**src/rtl/qrp_pkg.sv**
```systemverilog
`timescale 1ns / 1ps
// ----------------------------------------------------------------------------
// qrp_pkg - shared types and constants for the pivot rotation block
// Field widths, request and status codes, and the controller to datapath
// command and status structures.
// ----------------------------------------------------------------------------
package qrp_pkg;

    localparam int VALUE_WIDTH = 32;
    localparam int FRAC_BITS   = 16;
    localparam int ROT_BITS    = 30;
    localparam int OPD_W       = VALUE_WIDTH + 1;
    localparam int PROD_W      = 2 * OPD_W;
    localparam int COF_W       = 2 * VALUE_WIDTH;
    localparam int ACC_W       = 98;
    localparam int S_W         = 66;
    localparam int DR_W        = S_W + 1;
    localparam int Q_W         = ROT_BITS + 1;
    localparam int FIN_W       = ACC_W - ROT_BITS;
    localparam int NUM_ROT     = 9;
    localparam int NUM_RES     = 12;
    localparam int NUM_MAT     = 16;
    localparam int NUM_PIV     = 3;
    localparam int NUM_QUAT    = 4;

    localparam logic signed [VALUE_WIDTH-1:0] ONE_FIX = VALUE_WIDTH'(1) <<< FRAC_BITS;
    localparam logic signed [ACC_W-1:0]       RND_INIT = ACC_W'(1) <<< (ROT_BITS - 1);

    typedef enum logic [1:0] {
        REQ_LD_MAT  = 2'd0,
        REQ_LD_PIV  = 2'd1,
        REQ_LD_QUAT = 2'd2,
        REQ_COMPUTE = 2'd3
    } t_req;

    typedef enum logic [2:0] {
        ST_OK        = 3'd0,
        ST_BAD_ROW   = 3'd1,
        ST_SINGULAR  = 3'd2,
        ST_ZERO_QUAT = 3'd3,
        ST_OVERFLOW  = 3'd4
    } t_status;

    typedef enum logic [2:0] {
        SRC_MAT    = 3'd0,
        SRC_QUAT   = 3'd1,
        SRC_ROT    = 3'd2,
        SRC_TRANS  = 3'd3,
        SRC_COF_LO = 3'd4,
        SRC_COF_HI = 3'd5
    } t_src;

    typedef enum logic [1:0] {
        OP_NOP = 2'd0,
        OP_LDB = 2'd1,
        OP_MUL = 2'd2
    } t_op;

    typedef enum logic [1:0] {
        SH_0  = 2'd0,
        SH_1  = 2'd1,
        SH_32 = 2'd2
    } t_shift;

    typedef struct packed {
        t_op        op;
        t_src       src;
        logic [3:0] idx;
        logic       neg;
        t_shift     sh;
        logic       clr;
        logic       rnd;
        logic       to_cof;
        logic       ld_mat;
        logic       ld_piv;
        logic       ld_quat;
        logic       grab_s;
        logic       div_start;
        logic       div_step;
        logic       rot_wr;
        logic       fin;
        logic       ovf_clr;
        logic [3:0] slot;
        logic [1:0] row;
        logic       col3;
        logic       emit;
        logic       emit_res;
        t_status    code;
        logic       last;
    } t_cmd;

    typedef struct packed {
        logic bottom_bad;
        logic acc_zero;
        logic ovf;
        logic out_free;
    } t_stat;

endpackage

```
**src/rtl/qrp_ctrl.sv**
```systemverilog
`timescale 1ns / 1ps
// ----------------------------------------------------------------------------
// qrp_ctrl - sequencer for the pivot rotation block
// Steps the shared multiplier and the divider through the determinant, the
// quaternion norm, the nine rotation entries and the twelve result entries.
// ----------------------------------------------------------------------------
module qrp_ctrl import qrp_pkg::*; (
    input  logic        i_clk,
    input  logic        i_rst_n,
    input  logic        i_in_valid,
    input  logic [1:0]  i_req_type,
    input  logic [3:0]  i_index,
    input  t_stat       i_stat,
    output logic        o_in_stall,
    output t_cmd        o_cmd
);

    typedef enum logic [3:0] {
        S_IDLE, S_CHECK, S_DET, S_DET_WAIT, S_DET_TEST, S_SQ, S_SQ_WAIT, S_SQ_TEST,
        S_NUM, S_NUM_WAIT, S_DIV_INIT, S_DIV, S_DIV_END, S_ENT, S_ENT_WAIT,
        S_ENT_FIN
    } t_state;

    typedef enum logic [1:0] {
        P_RUN, P_CHK, P_EMIT_ST, P_EMIT
    } t_post;

    typedef struct packed {
        logic [3:0] a;
        logic [3:0] b;
        logic [3:0] c;
        logic       neg;
    } t_det;

    typedef struct packed {
        logic [1:0] qa;
        logic [1:0] qb;
        logic       neg;
    } t_term;

    t_state     r_state, n_state;
    t_post      r_post, n_post;
    logic [4:0] r_step, n_step;
    logic [3:0] r_k, n_k;
    t_status    r_code, n_code;

    // Six signed triple products of the 3x3 determinant.
    function automatic t_det f_det_term(input logic [3:0] k);
        t_det d;
        unique case (k)
            4'd0:    d = '{a: 4'd0, b: 4'd5, c: 4'd10, neg: 1'b0};
            4'd1:    d = '{a: 4'd0, b: 4'd6, c: 4'd9,  neg: 1'b1};
            4'd2:    d = '{a: 4'd1, b: 4'd4, c: 4'd10, neg: 1'b1};
            4'd3:    d = '{a: 4'd1, b: 4'd6, c: 4'd8,  neg: 1'b0};
            4'd4:    d = '{a: 4'd2, b: 4'd4, c: 4'd9,  neg: 1'b0};
            default: d = '{a: 4'd2, b: 4'd5, c: 4'd8,  neg: 1'b1};
        endcase
        return d;
    endfunction

    // Quaternion product terms of each rotation numerator (w,x,y,z = 0..3).
    function automatic t_term f_num_term(input logic [3:0] k, input logic [1:0] j);
        t_term t;
        unique case (k)
            4'd0:    t = '{qa: j, qb: j, neg: j[1]};
            4'd4:    t = '{qa: j, qb: j, neg: j[0]};
            4'd8:    t = '{qa: j, qb: j, neg: j[0] ^ j[1]};
            4'd1:    t = j[0] ? t_term'{qa: 2'd3, qb: 2'd0, neg: 1'b1}
                              : t_term'{qa: 2'd1, qb: 2'd2, neg: 1'b0};
            4'd2:    t = j[0] ? t_term'{qa: 2'd2, qb: 2'd0, neg: 1'b0}
                              : t_term'{qa: 2'd1, qb: 2'd3, neg: 1'b0};
            4'd3:    t = j[0] ? t_term'{qa: 2'd3, qb: 2'd0, neg: 1'b0}
                              : t_term'{qa: 2'd1, qb: 2'd2, neg: 1'b0};
            4'd5:    t = j[0] ? t_term'{qa: 2'd1, qb: 2'd0, neg: 1'b1}
                              : t_term'{qa: 2'd2, qb: 2'd3, neg: 1'b0};
            4'd6:    t = j[0] ? t_term'{qa: 2'd2, qb: 2'd0, neg: 1'b1}
                              : t_term'{qa: 2'd1, qb: 2'd3, neg: 1'b0};
            default: t = j[0] ? t_term'{qa: 2'd1, qb: 2'd0, neg: 1'b0}
                              : t_term'{qa: 2'd2, qb: 2'd3, neg: 1'b0};
        endcase
        return t;
    endfunction

    always_comb begin
        t_det       det;
        t_term      term;
        logic [1:0] j;
        logic [1:0] row;
        logic [1:0] col;
        logic       diag;
        logic [4:0] num_last;

        n_state  = r_state;
        n_post   = r_post;
        n_step   = r_step;
        n_k      = r_k;
        n_code   = r_code;
        o_cmd    = '0;
        det      = f_det_term(r_k);
        j        = r_step[2:1];
        term     = f_num_term(r_k, j);
        row      = r_k[3:2];
        col      = r_k[1:0];
        diag     = (r_k == 4'd0) || (r_k == 4'd4) || (r_k == 4'd8);
        num_last = diag ? 5'd7 : 5'd3;
        o_in_stall = (r_state != S_IDLE) || (r_post != P_RUN);

        if (r_post != P_RUN) begin
            unique case (r_post)
                P_CHK: begin
                    if (i_stat.ovf) begin
                        n_code = ST_OVERFLOW;
                        n_post = P_EMIT_ST;
                    end else begin
                        n_k    = '0;
                        n_post = P_EMIT;
                    end
                end
                P_EMIT_ST: begin
                    if (i_stat.out_free) begin
                        o_cmd.emit = 1'b1;
                        o_cmd.code = r_code;
                        o_cmd.last = 1'b1;
                        n_post     = P_RUN;
                    end
                end
                P_EMIT: begin
                    if (i_stat.out_free) begin
                        o_cmd.emit     = 1'b1;
                        o_cmd.emit_res = 1'b1;
                        o_cmd.code     = ST_OK;
                        o_cmd.slot     = r_k;
                        o_cmd.last     = (r_k == 4'(NUM_RES - 1));
                        if (r_k == 4'(NUM_RES - 1)) begin
                            n_post = P_RUN;
                        end else begin
                            n_k = r_k + 4'd1;
                        end
                    end
                end
                default: n_post = P_RUN;
            endcase
        end else begin
            unique case (r_state)
                S_IDLE: begin
                    if (i_in_valid) begin
                        unique case (t_req'(i_req_type))
                            REQ_LD_MAT:  o_cmd.ld_mat  = 1'b1;
                            REQ_LD_PIV:  o_cmd.ld_piv  = (i_index < 4'(NUM_PIV));
                            REQ_LD_QUAT: o_cmd.ld_quat = (i_index < 4'(NUM_QUAT));
                            REQ_COMPUTE: n_state = S_CHECK;
                        endcase
                    end
                end
                S_CHECK: begin
                    o_cmd.ovf_clr = 1'b1;
                    if (i_stat.bottom_bad) begin
                        n_code  = ST_BAD_ROW;
                        n_post  = P_EMIT_ST;
                        n_state = S_IDLE;
                    end else begin
                        n_step  = '0;
                        n_k     = '0;
                        n_state = S_DET;
                    end
                end
                S_DET: begin
                    o_cmd.neg = det.neg;
                    unique case (r_step)
                        5'd0: begin
                            o_cmd.op  = OP_LDB;
                            o_cmd.idx = det.a;
                        end
                        5'd1: begin
                            o_cmd.op     = OP_MUL;
                            o_cmd.idx    = det.b;
                            o_cmd.to_cof = 1'b1;
                        end
                        5'd2: begin
                            o_cmd.op  = OP_LDB;
                            o_cmd.idx = det.c;
                        end
                        5'd3: begin
                            o_cmd.op  = OP_MUL;
                            o_cmd.src = SRC_COF_LO;
                            o_cmd.clr = (r_k == 4'd0);
                        end
                        default: begin
                            o_cmd.op  = OP_MUL;
                            o_cmd.src = SRC_COF_HI;
                            o_cmd.sh  = SH_32;
                        end
                    endcase
                    if (r_step == 5'd4) begin
                        n_step = '0;
                        if (r_k == 4'd5) begin
                            n_state = S_DET_WAIT;
                        end else begin
                            n_k = r_k + 4'd1;
                        end
                    end else begin
                        n_step = r_step + 5'd1;
                    end
                end
                S_DET_WAIT: n_state = S_DET_TEST;
                S_DET_TEST: begin
                    if (i_stat.acc_zero) begin
                        n_code  = ST_SINGULAR;
                        n_post  = P_EMIT_ST;
                        n_state = S_IDLE;
                    end else begin
                        n_step  = '0;
                        n_state = S_SQ;
                    end
                end
                S_SQ: begin
                    o_cmd.op  = r_step[0] ? OP_MUL : OP_LDB;
                    o_cmd.src = SRC_QUAT;
                    o_cmd.idx = {2'b00, j};
                    o_cmd.clr = (r_step == 5'd1);
                    if (r_step == 5'd7) begin
                        n_state = S_SQ_WAIT;
                    end else begin
                        n_step = r_step + 5'd1;
                    end
                end
                S_SQ_WAIT: n_state = S_SQ_TEST;
                S_SQ_TEST: begin
                    o_cmd.grab_s = 1'b1;
                    if (i_stat.acc_zero) begin
                        n_code  = ST_ZERO_QUAT;
                        n_post  = P_EMIT_ST;
                        n_state = S_IDLE;
                    end else begin
                        n_step  = '0;
                        n_k     = '0;
                        n_state = S_NUM;
                    end
                end
                S_NUM: begin
                    o_cmd.op  = r_step[0] ? OP_MUL : OP_LDB;
                    o_cmd.src = SRC_QUAT;
                    o_cmd.idx = {2'b00, r_step[0] ? term.qb : term.qa};
                    o_cmd.neg = term.neg;
                    o_cmd.sh  = diag ? SH_0 : SH_1;
                    o_cmd.clr = (r_step == 5'd1);
                    if (r_step == num_last) begin
                        n_state = S_NUM_WAIT;
                    end else begin
                        n_step = r_step + 5'd1;
                    end
                end
                S_NUM_WAIT: n_state = S_DIV_INIT;
                S_DIV_INIT: begin
                    o_cmd.div_start = 1'b1;
                    n_step          = '0;
                    n_state         = S_DIV;
                end
                S_DIV: begin
                    o_cmd.div_step = 1'b1;
                    if (r_step == 5'(Q_W - 1)) begin
                        n_state = S_DIV_END;
                    end else begin
                        n_step = r_step + 5'd1;
                    end
                end
                S_DIV_END: begin
                    o_cmd.rot_wr = 1'b1;
                    o_cmd.slot   = r_k;
                    n_step       = '0;
                    if (r_k == 4'(NUM_ROT - 1)) begin
                        n_k     = '0;
                        n_state = S_ENT;
                    end else begin
                        n_k     = r_k + 4'd1;
                        n_state = S_NUM;
                    end
                end
                S_ENT: begin
                    if (r_step[0]) begin
                        o_cmd.op  = OP_MUL;
                        o_cmd.src = (col == 2'd3) ? SRC_TRANS : SRC_MAT;
                        o_cmd.idx = (col == 2'd3) ? {2'b00, j} : {j, col};
                    end else begin
                        o_cmd.op  = OP_LDB;
                        o_cmd.src = SRC_ROT;
                        o_cmd.idx = {2'b00, row} * 4'd3 + {2'b00, j};
                    end
                    o_cmd.clr = (r_step == 5'd1);
                    o_cmd.rnd = (r_step == 5'd1);
                    if (r_step == 5'd5) begin
                        n_state = S_ENT_WAIT;
                    end else begin
                        n_step = r_step + 5'd1;
                    end
                end
                S_ENT_WAIT: n_state = S_ENT_FIN;
                S_ENT_FIN: begin
                    o_cmd.fin  = 1'b1;
                    o_cmd.slot = r_k;
                    o_cmd.row  = row;
                    o_cmd.col3 = (col == 2'd3);
                    n_step     = '0;
                    if (r_k == 4'(NUM_RES - 1)) begin
                        n_post  = P_CHK;
                        n_state = S_IDLE;
                    end else begin
                        n_k     = r_k + 4'd1;
                        n_state = S_ENT;
                    end
                end
                default: n_state = S_IDLE;
            endcase
        end
    end

    always_ff @(posedge i_clk) begin
        if (!i_rst_n) begin
            r_state <= S_IDLE;
            r_post  <= P_RUN;
            r_step  <= '0;
            r_k     <= '0;
            r_code  <= ST_OK;
        end else begin
            r_state <= n_state;
            r_post  <= n_post;
            r_step  <= n_step;
            r_k     <= n_k;
            r_code  <= n_code;
        end
    end

endmodule

```
**config.mk**
```make
export PLATFORM = sky130hd
export DESIGN_NAME = qrp_ctrl
export DESIGN_NICKNAME = d
export VERILOG_FILES = /design/src/rtl/qrp_pkg.sv /design/src/rtl/qrp_ctrl.sv
export SDC_FILE = /design/constraint.sdc
export NUM_CORES = 1
export LEC_CHECK = 0
export ABC_AREA = 1
export BUFFER_PORTS_ARGS = -buffer_cell sky130_fd_sc_hd__buf_2
export CAP_MARGIN = 20
export CORE_ASPECT_RATIO = 0.8
export CORE_MARGIN = 1
export CORE_UTILIZATION = 40
export CTS_CLUSTER_DIAMETER = 120
export DETAILED_ROUTE_END_ITERATION = 8
export GPL_TIMING_DRIVEN = 0
export PLACE_DENSITY = 0.63
export SKIP_CTS_REPAIR_TIMING = 1
export SLEW_MARGIN = 40
export SYNTH_ARGS = -nofsm -noshare
export SYNTH_HDL_FRONTEND = slang
export SYNTH_SLANG_ARGS = --single-unit
```
**constraint.sdc**
```tcl
create_clock -name i_clk -period 1.95 [get_ports i_clk]
set_clock_uncertainty 0.2 [all_clocks]
set_input_delay 0.0975 -clock i_clk [delete_from_list [all_inputs] [get_ports i_clk]]
set_output_delay 0.0975 -clock i_clk [all_outputs]
set_load 0.01 [all_outputs]
```
# After elaboration in Yosys (flattened, before gate mapping)
# Index checks and enable logic that the tools add are counted.
[classes]
add_sub_neg = 3
n_mul = 1
order_cmp = 2
n_eq_ne = 68
n_mux = 101
n_bitwise = 2
n_reduce_logical = 25
[ops]
columns = ["op", "count"]
rows = [
  ["4-bit 2-to-1 mux", 25],
  ["5-bit case mux with 8 select lines", 2],
  ["5-bit 2-to-1 mux", 13],
  ["4-bit case mux with 16 select lines", 1],
  ["11-bit case mux with 5 select lines", 1],
  ["4-bit equality test (second input constant)", 10],
  ["3-bit 2-to-1 mux", 13],
  ["3-bit != test (second input constant)", 12],
  ["9-bit case mux with 4 select lines", 1],
  ["4-bit by 3-bit equality test with 1-bit output (second input constant)", 7],
  ["2-bit != test (second input constant)", 14],
  ["2-bit 2-to-1 mux", 13],
  ["24-bit 2-to-1 mux", 1],
  ["4-bit case mux with 5 select lines", 1],
  ["1-bit 2-to-1 mux", 17],
  ["4-bit by 2-bit equality test with 1-bit output (second input constant)", 4],
  ["4-bit case mux with 2 select lines", 2],
  ["8-bit AND reduction", 2],
  ["5-bit by 3-bit equality test with 1-bit output (second input constant)", 3],
  ["6-bit 2-to-1 mux", 2],
  ["2-bit case mux with 3 select lines", 2],
  ["3-bit case mux with 2 select lines", 2],
  ["4-bit case mux with 3 select lines", 1],
  ["4-bit nonzero test", 3],
  ["33 further kinds", 50],
]
[totals]
register_bits = 18
out_inout_bits = 38

# Depth between registers and ports, before layout
# Gate-level depths: netlist of the first run.
[logic_depth]
ltp_word = 7
ltp_mapped = 15
ltp_nobuf = 14

# Worst setup path after synthesis of the first run
# OpenSTA, ideal clock, no wires.
[synth_path]
kind = "reg2out"
from = "register r_k[2]"
to = "output port o_cmd[30] (netlist name)"
t_arrival_ns = 1.943
slack_ns = -0.291
stages_incl_launch_ff = 8
path_buffers = 0
path_cell_list = "dfxtp_1 fa_1 ha_1 fa_1 nand2_1 o21ai_0 nand2_1 a21oi_1"
[synth_rtl]
columns = ["element", "line_no", "source"]
rows = [
  ["start: declaration", "qrp_ctrl.sv:44", "logic [3:0] r_k, n_k;"],
  ["start signal: assignment", "qrp_ctrl.sv:328", "r_k <= n_k;"],
  ["end: declaration", "qrp_ctrl.sv:15", "output t_cmd o_cmd"],
]

==> metrics.cfg, run 1 <==
[die]
ios=51
std_cell_rows=25
die_w_um=91.1
chipHeight_um=73.3
core_um2=6010
start_util=0.423
dieArea_um2=6670

[placement]
dp_cells=600
hpwlAfterDp_um=6510
gp_congestion=0.932
dp_slack_ns=-0.586
dpl_cell_area_um2=2930
io_buffer_count=50

[critical_path]
cp_slowest_stage_delay_ns=0.49
end_kind=primary output
crit_fanout=7
cp_num_buf_inv=1
crit_family=adder cells
worstPathCellList=fa_1 -> ha_2 -> fa_1 -> nand2_1 -> o21ai_1 -> nand2_1 -> a21oi_2 -> buf_2
start_kind=flop
worstPathArrival_ns=2.25
worst_path_max_delay_cell=fa_1
critPathKind=flop to primary output
critical_path_required_ns=1.65

[route]
vias_per_cell=5.32
wl_met1_um=4180
firstDrtPassIters=5
route.met3.wl_um=622
drc_errors=0
route.detailed.wl_per_inst_um=14.0
ant_nets=0
routed_wl_um=8800
wl_met2_um=3930
vias=3343
routed.top_layer=met4
dr.first_iter.drc_count=255

[grt]
grt_use_total=0.248
grt_pass1_vias=2730
grt_max_degree=12
grt_pass1_wl_um=13300
antenna_found_initial=0
overflow=0

[timing]
fin_setup_tns_ns=-5.12
fmax_mhz=393
fin_crit_ns=2.55
finalCritPeriodShare=1.31
rsz0062_at_grt=true
setup_viol=29
maxSlewViolCount=0
timing.final.hold_violations=2
whs_ns=-0.0322
setup_ws_ns=-0.597
slew_headroom=0.649
worst_pin_slew_ns=0.526

[logic_synthesis]
ys_types=34
synth_flop_cell=dfxtp_1
ys_ff_latch=18
syn_nets=498
avgSynthCellArea_um2=5.41
yosysWarnings=0
synth_top_cell_area_share=0.214
yosys-top-cells-count=nand2_1 (145), nor2_1 (77), inv_1 (41)
yosysSeqAreaShare=0.142
synth_edf_count=0
yosysTopAreaCell=nand2_1
synth_top_cells_by_area=nand2_1 (21%), dfxtp_1 (14%), nor2_1 (11%)
syn_area_um2=2540
postSynthCellCount=469
yosys.cell_count.top_type=nand2_1
ys_async_sr_fraction=0

[clock_tree]
cts_max_path_buffers=2
cts.sinks=18
cts_tree=yes
cts_htree_levels=1
numCtsBuffers=3
cts_root_buf=clkbuf_8
clkTransAtPathRegs_ns=0.08
clk_latency_ns=0.27

[cells_and_area]
drive_above_1_share=0.353
syn_to_final_growth_pct=38.5
final_area_um2=3520
insertedDiodeCount=0
ff_latch_area_um2=399
multi_input_area_um2=2210
instances_no_fill=628
nFillCells=635
nets=577
final_core_util=0.586

[pwr]
max-vdd-ir-drop_v=0.000920
p_leak_nw=1.77
p_per_area_nw_per_um2=1740

[run_status]
status=finished, violations left
violations=hold timing, setup timing

[flow_run]
max_cap_violations=0

[min_path]
min_path_type=primary input to flop

[power by group]
| part | switching (mW) | total (mW) | internal [mW] | leakage (nW) |
|---|---|---|---|---|
| clock | 0.154 | 0.335 | 0.180 | 0.0288 |
| combinational | 3.07 | 4.90 | 1.83 | 1.59 |
| sequential | 0.293 | 0.868 | 0.575 | 0.155 |
| total | 3.52 | 6.10 | 2.58 | 1.77 |
[cells by family after synthesis]
logic type                 count (synthesis)  share of synthesized area
AOI/OAI and AO/OA                         61                      0.132
xor gates and xnor gates                   6                     0.0207
adders and majority gates                 16                     0.0848
buffers and inverters                     62                     0.0946
DFF                                       18                      0.142
and+or+nand+nor                          306                      0.526
[area by class of cell]
cell class / instances / area share
plain buffers: 6 / 0.0160
clock buffers: 4 / 0.0157
inverters: 54 / 0.0704
multi-input cells: 389 / 0.629
flip-flops and latches: 18 / 0.113
well taps: 81 / 0.0288
repair buffers: 76 / 0.127
[flip-flops by register name (all words and copies together), names as in the netlist]
name     flops
r_state      4
r_post       2
r_step       5
r_k          4
r_code       3
[cells in the final DEF (no fill, tap or decap), types with 6 or more instances in the layout]
cell,count
nand2_1,130
nor2_1,68
buf_2,50
nand3_1,34
inv_1,31
buf_4,26
nand2_2,20
a21oi_1,20
o21ai_0,18
inv_2,13
nor2_4,12
nand4_1,9
dfxtp_4,9
nor2_2,8
o22ai_1,6
xor2_1,6
ha_2,6
ha_1,6
[metrics by stage]
stage               total power [mW]  hold slack (ns)
floorplan                       3.67           0.0425
global placement                4.57            0.238
detailed placement              4.60            0.249
CTS                             4.95          -0.0339
global route                    6.70           0.0128
finish                          6.10          -0.0322
[per-layer routing]
layer,GRT usage,up-vias
met4,0.0335,0
li1,-,1672
met3,0.0455,6
met1,0.370,1534
met5,0,-
met2,0.380,131
[path summary, 6_finish.rpt]
check	cells after the start	to	from	slack, ns
min	4	r_post[0]	i_stat[1]	-0.03
min reg2reg	2	r_code[0]	r_code[0]	0.27
max	8	o_cmd[30]	r_k[2]	-0.60
max reg2reg	13	r_state[0]	r_k[2]	-0.29
[worst min-delay path: cells and delay by family]
kind / cells / cell delay [ns]
compound gates: 1 / 0.06
buf+inv: 1 / 0.09
simple gates: 2 / 0.15
Power figures use the tool's default switching activity.
==> inputs of run 2 (changes only) <==
--- a/config.mk
+++ b/config.mk
@@ -15,6 +15,7 @@
 export DETAILED_ROUTE_END_ITERATION = 8
 export GPL_TIMING_DRIVEN = 0
 export PLACE_DENSITY = 0.63
+export SETUP_SLACK_MARGIN = 0.3
 export SKIP_CTS_REPAIR_TIMING = 1
 export SLEW_MARGIN = 40
 export SYNTH_ARGS = -nofsm -noshare
==> run 2 against run 1 <==
  * The flow finishes with violations (setup timing)
  * Cell count up 3.3%
  * Die area unchanged
  * Critical path type unchanged
  * Critical endpoint unchanged
  * Clock power up 4%
  * Worst hold slack better by 0.045 ns
  * Sequential share of layout area down 1.0 points
  * Largest power group unchanged
  * Critical path depth unchanged
  * Routed wire length up 3.6%
  * Combinational power up 16%
==> metrics.cfg, run 2 (synthesis results as in run 1) <==
[grt]
grt_max_degree=12  ; unchanged
grt_pass1_wl_um=13100  ; -1.1%
antenna_found_initial=0  ; unchanged
overflow=0  ; unchanged
grt_pass1_vias=2669  ; -2.2%
grt_use_total=0.249  ; +0.00101

[critical_path]
reg2reg_to=r_state[1]
start_kind=flop
rr_startpoint=r_k[2]
crit_cells=8  ; unchanged
worstPathArrival_ns=2.33  ; +0.08 ns
critPathKind=flop to primary output
end_kind=primary output
critical_path_required_ns=1.65  ; about the same
cp-endpoint=o_cmd[30]
r2r_cells=13  ; unchanged
crit_fanout=5  ; -2
worst_path_max_delay_cell=fa_1
crit_family=adder cells
cp_slowest_stage_delay_ns=0.48  ; about the same
cp_num_buf_inv=1  ; unchanged
startpoint=r_k[3]
regToRegSetupSlack_ns=-0.07  ; +0.22 ns
worstPathCellList=fa_1 -> ha_2 -> fa_1 -> nand2_1 -> o21ai_1 -> nand2_1 -> a21oi_2 -> buf_2

[clock_tree]
clk_latency_ns=0.27  ; about the same
clkTransAtPathRegs_ns=0.09  ; about the same
cts_htree_levels=1  ; unchanged
cts_tree=yes
cts.sinks=18  ; unchanged
numCtsBuffers=3  ; unchanged
cts_root_buf=clkbuf_8
cts_max_path_buffers=2  ; unchanged

[placement]
gp_congestion=0.937  ; +0.52%
io_buffer_count=50  ; unchanged
hpwlAfterDp_um=6520  ; +0.25%

[timing]
worst_pin_slew_ns=0.563  ; +0.0375 ns
whs_ns=0.0131  ; +0.0453 ns
rsz0062_at_grt=true
maxSlewViolCount=0  ; unchanged
fmax_mhz=380  ; -3.1%
setup_viol=18  ; -38%
finalCritPeriodShare=1.35  ; +0.0423
fin_crit_ns=2.63  ; +0.0825 ns
slew_headroom=0.625  ; -0.0250
setup_ws_ns=-0.679  ; -0.0825 ns
timing.final.hold_violations=0  ; -2

[route]
route.detailed.wl_per_inst_um=14.0  ; +0.25%
dr.first_iter.drc_count=271  ; +6.3%
ant_nets=0  ; unchanged
vias=3441  ; +2.9%
vias_per_cell=5.30  ; -0.40%
drc_errors=0  ; unchanged
routed_wl_um=9120  ; +3.6%
firstDrtPassIters=5  ; unchanged

[cells_and_area]
largest_register_ff_count=5  ; unchanged
nFillCells=544  ; -14%
largest_register=r_step
multi_input_area_um2=2360  ; +6.6%
ff_latch_area_um2=404  ; +1.3%
final_cell_mix=nand2_1 (127), nor2_1 (64), buf_2 (50), buf_4 (38), nand3_1 (33)
syn_to_final_growth_pct=54.3
final_common_cell=nand2_1
drive_above_1_share=0.412  ; +0.0591
reg.largest.list=r_step (5), r_k (4), r_state (4)
insertedDiodeCount=0  ; unchanged
nets=598  ; +3.6%

[die]
chipHeight_um=73.3  ; unchanged
die_w_um=91.1  ; unchanged
std_cell_rows=25  ; unchanged
start_util=0.423  ; unchanged
ios=51  ; unchanged
core_um2=6010  ; unchanged
dieArea_um2=6670  ; unchanged

[run_status]
violations=setup timing
status=finished, violations left

[pwr]
power_mw=6.88  ; +13%
p_leak_nw=1.98  ; +12%
max-vdd-ir-drop_v=0.000939  ; +2.0%
p_per_area_nw_per_um2=1750  ; +1.1%

[min_path]
min_path_type=primary input to flop

[flow_run]
max_cap_violations=0  ; unchanged

## run 2: cell count changes in the layout (fill, tap and decap cells not counted), sizes merged
| cell | change |
|---|---|
| buf | +19 |
| clkbuf | +1 |
| clkinvlp | -1 |
| dlygate4sd3 | +1 |
| inv | +1 |
## run 2: layer usage
layer,wire (µm),share of wire,track usage
met5,0,0,0
met1,4350,0.48,0.375
met2,4010,0.44,0.380
met3,666,0.073,0.0352
met4,91,0.010,0.0459
## run 2: layout make-up
type	instances	share of cell area
repair buffers	95	0.169
inverters	54	0.0623
flip-flops and latches	18	0.103
multi-input cells	389	0.602
well taps	81	0.0259
plain buffers	8	0.0240
clock buffers	4	0.0141
## run 2: through the flow
step	worst slack, ns	TNS, ns	instance area [µm²]	cells	util
6_report	-0.679	-3.98	3920	649	0.652
5_1_grt	-0.713	-6.70	3920	649	0.652
4_1_cts	-0.620	-11.15	3100	604	0.515
3_5_place_dp	-0.337	-4.26	3040	600	0.506
3_3_place_gp	-0.331	-4.21	3040	600	0.506
2_1_floorplan	-0.136	-0.136	2690	469	-
## run 2: how the worst min path moves through the flow
stage                      to          start  slack, ns  cells after the start
global route        r_code[1]        i_rst_n       0.04                      3
floorplan           o_cmd[21]  i_req_type[1]       0.04                      1
finish              r_code[1]        i_rst_n       0.01                      3
CTS                 r_post[0]      i_stat[1]      -0.06                      4
detailed placement  r_post[0]      i_stat[1]       0.23                      4
global placement    r_post[0]      i_stat[1]       0.24                      4
## run 2: power by group
part | internal [mW] | switching [mW] | total, mW
registers | 0.583 | 0.271 | 0.853
clock network | 0.181 | 0.169 | 0.350
logic | 2.32 | 3.35 | 5.67
## run 2: worst reg2reg max path, stage by stage (launching register included)
cell,delay [ns]
dfxtp_4,0.38
inv_4,0.10
ha_2,0.23
nand2_4,0.10
nand3_4,0.13
nand2_2,0.08
nand2_2,0.12
nand2_1,0.07
nand2_1,0.06
inv_1,0.06
nor2_4,0.20
nand2_1,0.08
nand2_1,0.07
nor2_1,0.04
==> inputs of run 3 (changes only) <==
==> constraint.sdc (replaced) <==
create_clock -name i_clk -period 1.95 [get_ports i_clk]
set_clock_uncertainty 0.2 [all_clocks]
set_input_delay 0.39 -clock i_clk [delete_from_list [all_inputs] [get_ports i_clk]]
set_output_delay 0.39 -clock i_clk [all_outputs]
set_load 0.01 [all_outputs]
==> run 3 against run 2 <==
  * The run still ends with setup timing left
  * Critical path type unchanged
  * Count of clock-buffer cells in the layout is 1 lower
  * Global-route usage is 0.64 points higher
  * Register-to-register slack worse by 0.07 ns
  * Cell count is 1.4% higher
  * Clock power is 15% lower
  * Worst setup slack worse by 0.24 ns
  * Non-clock buffer count is 9 higher
  * Sequential power is 2% higher
  * Critical endpoint unchanged
  * Critical path depth stayed put
  * Die area stayed put
  * Combinational power is 18% higher
==> metrics.cfg, run 3 (synthesis results as in run 1) <==
[placement]
hpwlAfterDp_um=6770  ; +3.7%
gp_congestion=0.924  ; -1.4%
dpl_cell_area_um2=3260  ; +7.3%
io_buffer_count=50  ; unchanged
dp_cells=600  ; unchanged
dp_slack_ns=-0.604  ; -0.268 ns

[pwr]
p_leak_nw=2.08  ; +4.7%
switching_share=0.557  ; +0.00533
p_sw_mw=4.39  ; +16%
p_seq_frac=0.111  ; -0.013
internal_power_mw=3.49  ; +13%
clkPwrFrac=0.038  ; -0.013
max-vdd-ir-drop_v=0.00116  ; +23%
p_per_area_nw_per_um2=1800  ; +2.3%
power_mw=7.88  ; +15%
combPwrFrac=0.851  ; +0.026

[die]
std_cell_rows=25  ; unchanged
ios=51  ; unchanged
core_um2=6010  ; unchanged
start_util=0.423  ; unchanged
chipHeight_um=73.3  ; unchanged
die_w_um=91.1  ; unchanged
dieArea_um2=6670  ; unchanged

[min_path]
min_path_type=flop to flop

[cells_and_area]
final_area_um2=4390  ; +12%
drive_above_1_share=0.484  ; +0.0716
final_cell_mix=nand2_1 (115), nor2_1 (47), buf_4 (42), buf_2 (41), nand3_1 (32)
largest_register=r_step
syn_to_final_growth_pct=72.8
final_common_cell=nand2_1
nets=607  ; +1.5%
largest_register_ff_count=5  ; unchanged
reg.largest.list=r_step (5), r_k (4), r_state (4)
final_core_util=0.730  ; +0.0781
insertedDiodeCount=0  ; unchanged
instances_no_fill=658  ; +1.4%
nFillCells=467  ; -14%

[flow_run]
max_cap_violations=0  ; unchanged

[clock_tree]
cts_tree=yes
cts_root_buf=clkbuf_8
cts.sinks=18  ; unchanged
clk_latency_ns=0.27  ; about the same
numCtsBuffers=3  ; unchanged
cts_max_path_buffers=2  ; unchanged
cts_htree_levels=1  ; unchanged
clkTransAtPathRegs_ns=0.09  ; about the same

[grt]
antenna_found_initial=0  ; unchanged
grt_max_degree=12  ; unchanged
grt_use_total=0.256  ; +0.00641
grt_pass1_wl_um=13600  ; +3.5%
grt_pass1_vias=2758  ; +3.3%
overflow=0  ; unchanged

[timing]
slew_headroom=0.614  ; -0.0101
setup_ws_ns=-0.916  ; -0.237 ns
rsz0062_at_grt=true
finalCritPeriodShare=1.47  ; +0.122
fin_crit_ns=2.87  ; +0.237 ns
fmax_mhz=349  ; -8.3%
worst_pin_slew_ns=0.578  ; +0.0151 ns
timing.final.hold_violations=0  ; unchanged
maxSlewViolCount=0  ; unchanged
setup_viol=43  ; +25
fin_setup_tns_ns=-11.87  ; -7.90 ns
whs_ns=0.266  ; +0.253 ns

[route]
route.detailed.wl_per_inst_um=15.3  ; +8.8%
dr.first_iter.drc_count=227  ; -16%
routed_wl_um=10100  ; +10%
firstDrtPassIters=5  ; unchanged
vias_per_cell=5.48  ; +3.4%
vias=3606  ; +4.8%
ant_nets=0  ; unchanged
drc_errors=0  ; unchanged

[critical_path]
cp_slowest_stage_delay_ns=0.48  ; about the same
start_kind=flop
critPathKind=flop to primary output
critical_path_required_ns=1.36  ; -0.29 ns
crit_fanout=6  ; +1
worstPathArrival_ns=2.28  ; -0.05 ns
worstPathCellList=fa_1 -> ha_2 -> fa_1 -> nand2_1 -> o21ai_1 -> nand2_1 -> a21oi_2 -> buf_2
regToRegSetupSlack_ns=-0.14  ; -0.07 ns
worst_path_max_delay_cell=fa_1
end_kind=primary output

[run_status]
violations=setup timing
status=finished, violations left

[run 3: area by class of cell]
class | count | area [µm²] | area share
timing repair buffer | 104 | 783 | 0.179
sequential | 18 | 407 | 0.0927
inverter | 54 | 297 | 0.0676
tap | 81 | 101 | 0.0231
clock inverter | 1 | 3.75 | 0.000856
multi-input combinational | 389 | 2660 | 0.605
clock buffer | 3 | 41.3 | 0.00941
buffer | 8 | 98.8 | 0.0225
[run 3: worst paths after layout]
path / end / startpoint / depth (start not counted)
setup / recovery: o_cmd[30] / r_k[2] / 8
hold / removal: r_code[0] / r_code[0] / 2
setup reg to reg: r_k[3] / r_k[3] / 10
hold reg to reg: r_code[0] / r_code[0] / 2
[run 3: critical path: cells and delay by family, from the launching register on]
family	cells	cell delay (ns)
DFF	1	0.38
buffers and inverters	1	0.13
AOI/OAI and AO/OA	2	0.19
adders and majority gates	3	1.16
and+or+nand+nor	2	0.15
[run 3: layer usage]
metal	vias up	share of wire	track usage
met5	-	0	0
met2	143	0.47	0.401
met3	13	0.065	0.0300
li1	1752	-	-
met1	1698	0.45	0.383
met4	0	0.015	0.0388
[run 3: power by group through the flow]
stage | clock, mW | combinational, mW | sequential (mW)
6_report | 0.299 | 6.71 | 0.872
5_1_grt | 0.310 | 7.20 | 0.884
4_1_cts | 0.292 | 4.35 | 0.825
3_5_place_dp | 0 | 4.33 | 0.832
3_3_place_gp | 0 | 4.32 | 0.833
2_1_floorplan | 0 | 3.44 | 0.763
